--- src/rtl/lbs_pkg.sv ---
package lbs_pkg;

    localparam int QUEUE_DEPTH = 6;
    localparam int QPTR_W = (QUEUE_DEPTH > 1) ? $clog2(QUEUE_DEPTH) : 1;
    localparam int QCNT_W = $clog2(QUEUE_DEPTH + 1);
    localparam int QSUM_W = QCNT_W + 1;

    localparam logic [15:0] INITIAL_OFF_RESET = 16'd100;
    localparam logic [15:0] REPEAT_GAP_RESET = 16'd200;
    localparam logic [15:0] INTERVAL_RESET = 16'd0;

    typedef enum logic [1:0] {
        REG_INITIAL_OFF = 2'd0,
        REG_REPEAT_GAP = 2'd1,
        REG_INTERVAL = 2'd2
    } cfg_reg_t;

    typedef enum logic {
        REQ_TICK = 1'b0,
        REQ_COMMAND = 1'b1
    } req_type_t;

    typedef enum logic [2:0] {
        PH_IDLE,
        PH_INIT,
        PH_ON,
        PH_OFF,
        PH_GAP,
        PH_INTERVAL
    } run_phase_t;

    typedef struct packed {
        logic [7:0] blue;
        logic [7:0] green;
        logic [7:0] red;
    } color_t;

    typedef struct packed {
        logic       persistent;
        logic [7:0] repeat_count;
        logic [1:0] pattern_len;
        logic [15:0] off_time_ms;
        logic [15:0] on_time_ms;
        color_t     color;
    } queue_entry_t;

    typedef struct packed {
        logic [4:0] pad;
        queue_entry_t entry;
    } in_word_t;

    typedef struct packed {
        logic [4:0] pad;
        logic       busy_res;
        logic       item_done;
        logic       accepted;
        color_t     led;
    } out_word_t;

endpackage

--- src/rtl/led_blink_sequencer.sv ---
// Blink sequencer for one RGB LED. Each input word is either a one-millisecond tick
// (s_tuser = 0) or a blink command (s_tuser = 1); every accepted word yields exactly one
// result word carrying the LED color after that word, the queued/dropped flag for commands,
// the done pulse and the busy flag. Commands wait in a six-entry queue held in a
// synchronous memory whose head entry is read ahead of time, so a tick can start the next
// command at once. It takes one word per clock while its skid register is empty; the
// result of a word is registered at the edge that accepts it, in the output register or,
// while that holds an unsent result, in the skid register. This two-word buffer lets it
// accept one more word while a result waits. Configuration writes through cfg_we, cfg_addr
// and cfg_wdata take effect on the next clock and are meant to be issued only while idle.
module led_blink_sequencer import lbs_pkg::*; (
    input  logic        aclk,
    input  logic        aresetn,
    input  logic        cfg_we,
    input  logic [1:0]  cfg_addr,
    input  logic [15:0] cfg_wdata,
    input  logic        s_tvalid,
    output logic        s_tready,
    // red, green, blue, on_time_ms, off_time_ms, pattern_len,
    // repeat_count, persistent, zero fill
    input  logic [71:0] s_tdata,
    // req_type
    input  logic [0:0]  s_tuser,
    output logic        m_tvalid,
    input  logic        m_tready,
    // led_red, led_green, led_blue, accepted, item_done, busy_res, zero fill
    output logic [31:0] m_tdata
);

    logic [15:0] initial_off_reg;
    logic [15:0] repeat_gap_reg;
    logic [15:0] interval_reg;

    queue_entry_t mem [QUEUE_DEPTH];
    queue_entry_t rd_data_reg;
    logic [QPTR_W-1:0] wr_addr;
    logic wr_en;

    logic [QPTR_W-1:0] head_reg, head_next;
    logic [QCNT_W-1:0] count_reg, count_next;
    run_phase_t phase_reg, phase_next;
    logic [15:0] time_left_reg, time_left_next;
    logic [7:0] repeat_idx_reg, repeat_idx_next;
    logic [7:0] repeat_inc;
    queue_entry_t active_reg, active_next;
    color_t held_reg, held_next;
    color_t shown_reg, shown_next;

    logic acc;
    logic accepted;
    logic item_done;
    logic do_finish;
    logic [QSUM_W-1:0] slot_sum;
    in_word_t in_word;
    out_word_t result;

    out_word_t out_data_reg, skid_data_reg;
    logic out_valid_reg, skid_valid_reg;
    logic pop;

    assign in_word = in_word_t'(s_tdata);
    assign s_tready = !skid_valid_reg;
    assign acc = s_tvalid && s_tready;

    always_ff @(posedge aclk) begin
        if (!aresetn) begin
            initial_off_reg <= INITIAL_OFF_RESET;
            repeat_gap_reg <= REPEAT_GAP_RESET;
            interval_reg <= INTERVAL_RESET;
        end else if (cfg_we) begin
            unique case (cfg_addr)
                REG_INITIAL_OFF: initial_off_reg <= cfg_wdata;
                REG_REPEAT_GAP: repeat_gap_reg <= cfg_wdata;
                REG_INTERVAL: interval_reg <= cfg_wdata;
                default: ;
            endcase
        end
    end

    always_comb begin
        slot_sum = QSUM_W'(head_reg) + QSUM_W'(count_reg);
        if (slot_sum >= QSUM_W'(QUEUE_DEPTH)) begin
            slot_sum = slot_sum - QSUM_W'(QUEUE_DEPTH);
        end
        wr_addr = slot_sum[QPTR_W-1:0];
    end

    // The read port always fetches the entry that will be at the head next cycle.
    always_ff @(posedge aclk) begin
        if (wr_en) begin
            mem[wr_addr] <= in_word.entry;
        end
        if (wr_en && wr_addr == head_next) begin
            rd_data_reg <= in_word.entry;
        end else begin
            rd_data_reg <= mem[head_next];
        end
    end

    assign repeat_inc = repeat_idx_reg + 8'd1;

    always_comb begin
        head_next = head_reg;
        count_next = count_reg;
        phase_next = phase_reg;
        time_left_next = time_left_reg;
        repeat_idx_next = repeat_idx_reg;
        active_next = active_reg;
        held_next = held_reg;
        shown_next = shown_reg;
        wr_en = 1'b0;
        accepted = 1'b0;
        do_finish = 1'b0;
        if (acc) begin
            if (req_type_t'(s_tuser[0]) == REQ_COMMAND) begin
                if (count_reg < QCNT_W'(QUEUE_DEPTH)) begin
                    wr_en = 1'b1;
                    accepted = 1'b1;
                    count_next = count_reg + QCNT_W'(1);
                end
            end else if (phase_reg == PH_IDLE) begin
                if (count_reg != '0) begin
                    head_next = (head_reg == QPTR_W'(QUEUE_DEPTH - 1)) ? '0
                                                                      : head_reg + QPTR_W'(1);
                    count_next = count_reg - QCNT_W'(1);
                    if (rd_data_reg.persistent) begin
                        held_next = rd_data_reg.color;
                        do_finish = 1'b1;
                    end else begin
                        active_next = rd_data_reg;
                        repeat_idx_next = '0;
                        phase_next = PH_INIT;
                        shown_next = '0;
                        time_left_next = initial_off_reg;
                    end
                end
            end else if (time_left_reg > 16'd1) begin
                time_left_next = time_left_reg - 16'd1;
            end else begin
                unique case (phase_reg)
                    PH_INIT: begin
                        if (active_reg.repeat_count == '0) begin
                            do_finish = 1'b1;
                        end else begin
                            phase_next = PH_ON;
                            shown_next = active_reg.color;
                            time_left_next = active_reg.on_time_ms;
                        end
                    end
                    PH_ON, PH_OFF: begin
                        if (phase_reg == PH_ON && active_reg.pattern_len[1]) begin
                            phase_next = PH_OFF;
                            shown_next = '0;
                            time_left_next = active_reg.off_time_ms;
                        end else begin
                            repeat_idx_next = repeat_inc;
                            if (repeat_inc < active_reg.repeat_count && repeat_inc != '0) begin
                                phase_next = PH_GAP;
                                shown_next = '0;
                                time_left_next = repeat_gap_reg;
                            end else begin
                                do_finish = 1'b1;
                            end
                        end
                    end
                    PH_GAP: begin
                        phase_next = PH_ON;
                        shown_next = active_reg.color;
                        time_left_next = active_reg.on_time_ms;
                    end
                    default: begin
                        phase_next = PH_IDLE;
                        time_left_next = '0;
                    end
                endcase
            end
        end
        if (do_finish) begin
            shown_next = held_next;
            if (interval_reg != '0) begin
                phase_next = PH_INTERVAL;
                time_left_next = interval_reg;
            end else begin
                phase_next = PH_IDLE;
                time_left_next = '0;
            end
        end
        item_done = do_finish;
    end

    always_ff @(posedge aclk) begin
        if (!aresetn) begin
            head_reg <= '0;
            count_reg <= '0;
            phase_reg <= PH_IDLE;
            time_left_reg <= '0;
            repeat_idx_reg <= '0;
            active_reg <= '0;
            held_reg <= '0;
            shown_reg <= '0;
        end else begin
            head_reg <= head_next;
            count_reg <= count_next;
            phase_reg <= phase_next;
            time_left_reg <= time_left_next;
            repeat_idx_reg <= repeat_idx_next;
            active_reg <= active_next;
            held_reg <= held_next;
            shown_reg <= shown_next;
        end
    end

    always_comb begin
        result = '0;
        result.led = shown_next;
        result.accepted = accepted;
        result.item_done = item_done;
        result.busy_res = (phase_next != PH_IDLE);
    end

    assign pop = out_valid_reg && m_tready;

    always_ff @(posedge aclk) begin
        if (!aresetn) begin
            out_valid_reg <= 1'b0;
            skid_valid_reg <= 1'b0;
        end else if (pop || !out_valid_reg) begin
            if (skid_valid_reg) begin
                out_valid_reg <= 1'b1;
                out_data_reg <= skid_data_reg;
                skid_valid_reg <= 1'b0;
            end else begin
                out_valid_reg <= acc;
                out_data_reg <= result;
            end
        end else if (acc) begin
            skid_valid_reg <= 1'b1;
            skid_data_reg <= result;
        end
    end

    assign m_tvalid = out_valid_reg;
    assign m_tdata = out_data_reg;

    assert property (@(posedge aclk) disable iff (!aresetn)
        count_reg <= QCNT_W'(QUEUE_DEPTH))
        else $error("queue count exceeds depth");

    assert property (@(posedge aclk) disable iff (!aresetn)
        skid_valid_reg |-> out_valid_reg)
        else $error("skid word held while output register empty");

    assert property (@(posedge aclk) disable iff (!aresetn)
        phase_reg == PH_IDLE |-> time_left_reg == '0)
        else $error("idle sequencer with a running timer");

    assert property (@(posedge aclk) disable iff (!aresetn)
        (head_reg != head_next) |-> (count_next == count_reg - QCNT_W'(1)))
        else $error("head advanced without consuming a queued command");

    assert property (@(posedge aclk) disable iff (!aresetn)
        (acc && count_reg == QCNT_W'(QUEUE_DEPTH)) |=> count_reg <= QCNT_W'(QUEUE_DEPTH))
        else $error("full queue overflowed");

endmodule
--- config.mk ---
export PLATFORM = sky130hd
export DESIGN_NAME = led_blink_sequencer
export DESIGN_NICKNAME = d
export VERILOG_FILES = /design/src/rtl/lbs_pkg.sv /design/src/rtl/led_blink_sequencer.sv
export SDC_FILE = /design/constraint.sdc
export NUM_CORES = 1
export LEC_CHECK = 0
export ABC_CLOCK_PERIOD_IN_PS = 10300
export BUFFER_PORTS_ARGS = -buffer_cell sky130_fd_sc_hd__buf_2
export CAP_MARGIN = 20
export CORE_AREA = 2 2 246 248
export DETAILED_ROUTE_END_ITERATION = 6
export DIE_AREA = 0 0 248 250
export GPL_TIMING_DRIVEN = 0
export PLACE_DENSITY_LB_ADDON = 0.08
export REMOVE_ABC_BUFFERS = 1
export SYNTH_ARGS = -nofsm -noshare
export SYNTH_HDL_FRONTEND = slang
export SYNTH_SLANG_ARGS = --single-unit
--- constraint.sdc ---
create_clock -name aclk -period 10.3 [get_ports aclk]
set_input_delay 0 -clock aclk [delete_from_list [all_inputs] [get_ports aclk]]
set_output_delay 0 -clock aclk [all_outputs]
set_load 0.02 [all_outputs]
==> impl_metrics.yaml <==
status:
  status: "complete, but fails checks"
  violations: "design-rule violations"
clocking:
  cts_setup_buffers: 0
  cts_tree: "yes"
  cts-buffers-inserted: 71
  h-tree-depth: 3
  cts.clk_slew.worst_paths_ns: 0.06
  post_cts_resized: 0
  clkLatencyLatePin_ns: 0.60
  clk_root_buffer_cell: "clkbuf_16"
  cts_buffer_depth: 3
  ctsHoldBuffers: 92
  clkSinkCount: 649
worst_hold_path:
  hold_start: "cfg_addr[1]"
  hp-class: "in -> reg"
timing:
  fin_skew_ns: 0.02171
  max_freq_mhz: 209.9
  period_share_pct: 46.26
  maxSlewHeadroom_pct: 24.78
  rsz0062_at_grt: "no"
  slew_viol_final: 0
  setup_viol: 0
  tightest_slew_ns: 1.128
  fin_crit_ns: 4.765
  tns_ns: 0
  holdWs_ns: 0.1134
  hold_viol_final: 0
synth:
  syn_inst: 2118
  yosysSeqAreaShare_pct: 66.04
  synth-main-ff-cell: "edfxtp_1"
  async_flop_share_pct: 0
  synth_area_per_cell_um2: 12.51
  synth_edf_count: 450
  synth_area_mm2: 0.02649
  yosysWarnings: 0
  ys_types: 84
  ys_seq_elements: 649
power_and_ir_drop:
  p_comb_share_pct: 10.7
  p_int_uw: 4688
  power.density_mw_per_mm2: 193.4
  p_sw_share_pct: 23.70
  p_clk_share_pct: 41.4
  p_switching_uw: 1456
  seqPwrFrac_pct: 47.9
  leakage_uw: 0.01070
  ir_drop_uv: 135.1
routing:
  wirelength_um: 61990
  wire_per_inst_um: 19.65
  wl_met2_um: 29410
  drt_first_pass_iters: 7
  wl_met3_um: 2917
  drtIter0Drc: 1009
  drc: 4
  num_vias: 17080
  viasPerCell: 5.417
  highest_layer: "met5"
  ant_nets: 0
  drt-met1-wl_um: 28100
placement:
  dp_hpwl_um: 39370
  gp_congestion: 0.8430
  numPortBuffers: 118
floorplan:
  start_util_pct: 44.48
  io_pins: 130
  die_y_um: 250
  core-area_mm2: 0.05957
  die_area_mm2: 0.06200
  num_rows: 90
  die_width_um: 248
grt:
  grtUsageTotal_pct: 20.09
  first_global_vias: 16850
  grt_overflow: 0
  grt_max_degree: 89
  antenna_found_initial: 3
  grt_pass1_wl_um: 96210
setup_path:
  crit_required_ns: 10.67
  cp-startpoint: "repeat_idx_reg[0]$_SDFFE_PN0P_"
  cp.arrival_ns: 5.13
  end_kind: "register"
  worstPathMaxFanout: 18
  critPathKind: "reg -> reg"
  worstReg2RegStart: "repeat_idx_reg[0]$_SDFFE_PN0P_"
  crit_path_start_kind: "register"
finish:
  fin_util_pct: 53.31
  fillCellCount: 5054
  layout-drive-gt1-share_pct: 15.73
  largest_register_ffs: 396
  nets: 2428
  area.growth.synth_to_final_pct: 19.87
job:
  drv_cap: 0
cells in the mapped netlist, types with 12 or more instances:
cell        n  share of area [%]
a211oi_1   49                1.4
a21o_1     12               0.34
a21oi_1   191                3.6
a222oi_1   15               0.57
a31oi_1    27               0.64
and2_1     30               0.71
buf_1      16               0.23
buf_2      21               0.40
clkbuf_1   96                1.4
dfxtp_1   199                 15
edfxtp_1  450                 51
ha_1       14               0.66
inv_1      13               0.18
mux2_2     28                1.2
mux2i_1   124                4.7
mux4_2     25                2.1
nand2_1   266                3.8
nand3_1    32               0.60
nor2_1    206                2.9
nor3_1     25               0.47
o211ai_1   30               0.85
o21ai_0    65                1.2
xnor2_1    13               0.43
cell usage in the layout (no fill, tap or decap), types with 9 or more instances in the layout:
master           n
a22o_1          11
xnor2_1         13
nor3_1          20
o211ai_1        30
a221o_1         10
clkbuf_1        19
nand3_1         32
xor2_1          11
nor4_1           9
ha_1            14
a21o_1          12
inv_1           13
dfxtp_1        196
a31oi_1         26
buf_6           29
dlygate4sd3_1   92
mux2i_1        124
mux2_2          28
edfxtp_1       450
a211oi_1        49
mux4_2          25
nand2_1        266
o21ai_0         65
and2_1          29
clkbuf_16       76
a222oi_1        15
buf_2          118
buf_16          14
nor2_1         199
a21oi_1        190
cell families after synthesis:
logic type,count (synthesis),synth area share (%)
mux,177,8.000
flops,649,66.04
compound gates,469,11.35
buf+inv,164,2.720
xor+xnor,24,0.7934
fa+ha+maj,16,0.8123
other cells,1,0.01415
simple gates,618,10.27
power groups by stage:
| stage | sequential, µW | combinational (µW) | clock, µW |
|---|---|---|---|
| after floorplan | 3030 | 378 | 0 |
| after global placement | 3060 | 576 | 0 |
| after detailed placement | 3000 | 640 | 0 |
| after CTS | 2940 | 671 | 2600 |
| after global routing | 2950 | 730 | 2700 |
| final | 2940 | 658 | 2540 |
worst paths after layout:
kind | to | slack, ns | depth (start not counted)
setup / recovery | m_tdata[19]$_DFFE_PP_ | 5.54 | 14
hold / removal | initial_off_reg[2]$_SDFFE_PN1P_ | 0.11 | 4
setup reg to reg | m_tdata[19]$_DFFE_PP_ | 5.54 | 14
hold reg to reg | active_reg[14]$_SDFFE_PN0P_ | 0.46 | 2
metal layers:
metal / up-vias / global-route usage (%)
met4: 4 / 6.039
met3: 108 / 3.710
met5: - / 0
li1: 8286 / -
met2: 394 / 32.55
met1: 8292 / 27.44
final cells by class:
type / count / area [µm²] / share of cell area (%)
inverters: 17 / 68.82 / 0.2167
clock inverters: 27 / 294.0 / 0.9258
multi-input cells: 1309 / 8403 / 26.46
flip-flops and latches: 649 / 17510 / 55.13
well taps: 782 / 978.4 / 3.081
diodes: 1 / 2.502 / 0.007879
repair buffers: 268 / 2449 / 7.710
clock buffers: 101 / 2056 / 6.473
worst max-delay path, cell delays in order (launching register included):
cell,delay (ns)
dfxtp_1,0.49
nand3_1,0.21
nor2_1,0.24
nand3_1,0.13
xnor2_1,0.18
ha_1,0.32
nand2_1,0.07
o41ai_1,0.64
a21oi_1,0.29
and3_4,0.36
or2_1,0.47
buf_16,0.27
inv_2,0.29
nand2_1,0.17
a41oi_1,0.41
per-stage QoR:
step,setup WS [ns],total power (µW),cells,cell area (µm²)
2_1_floorplan,0.8117,3403,1975,25850
3_3_place_gp,-5.016,3635,2875,27420
3_5_place_dp,5.545,3639,2933,28490
4_1_cts,5.504,6213,3153,31760
5_1_grt,5.248,6385,3154,31760
6_report,5.535,6143,3154,31760
Note: power is estimated with default switching activity, not from simulation.
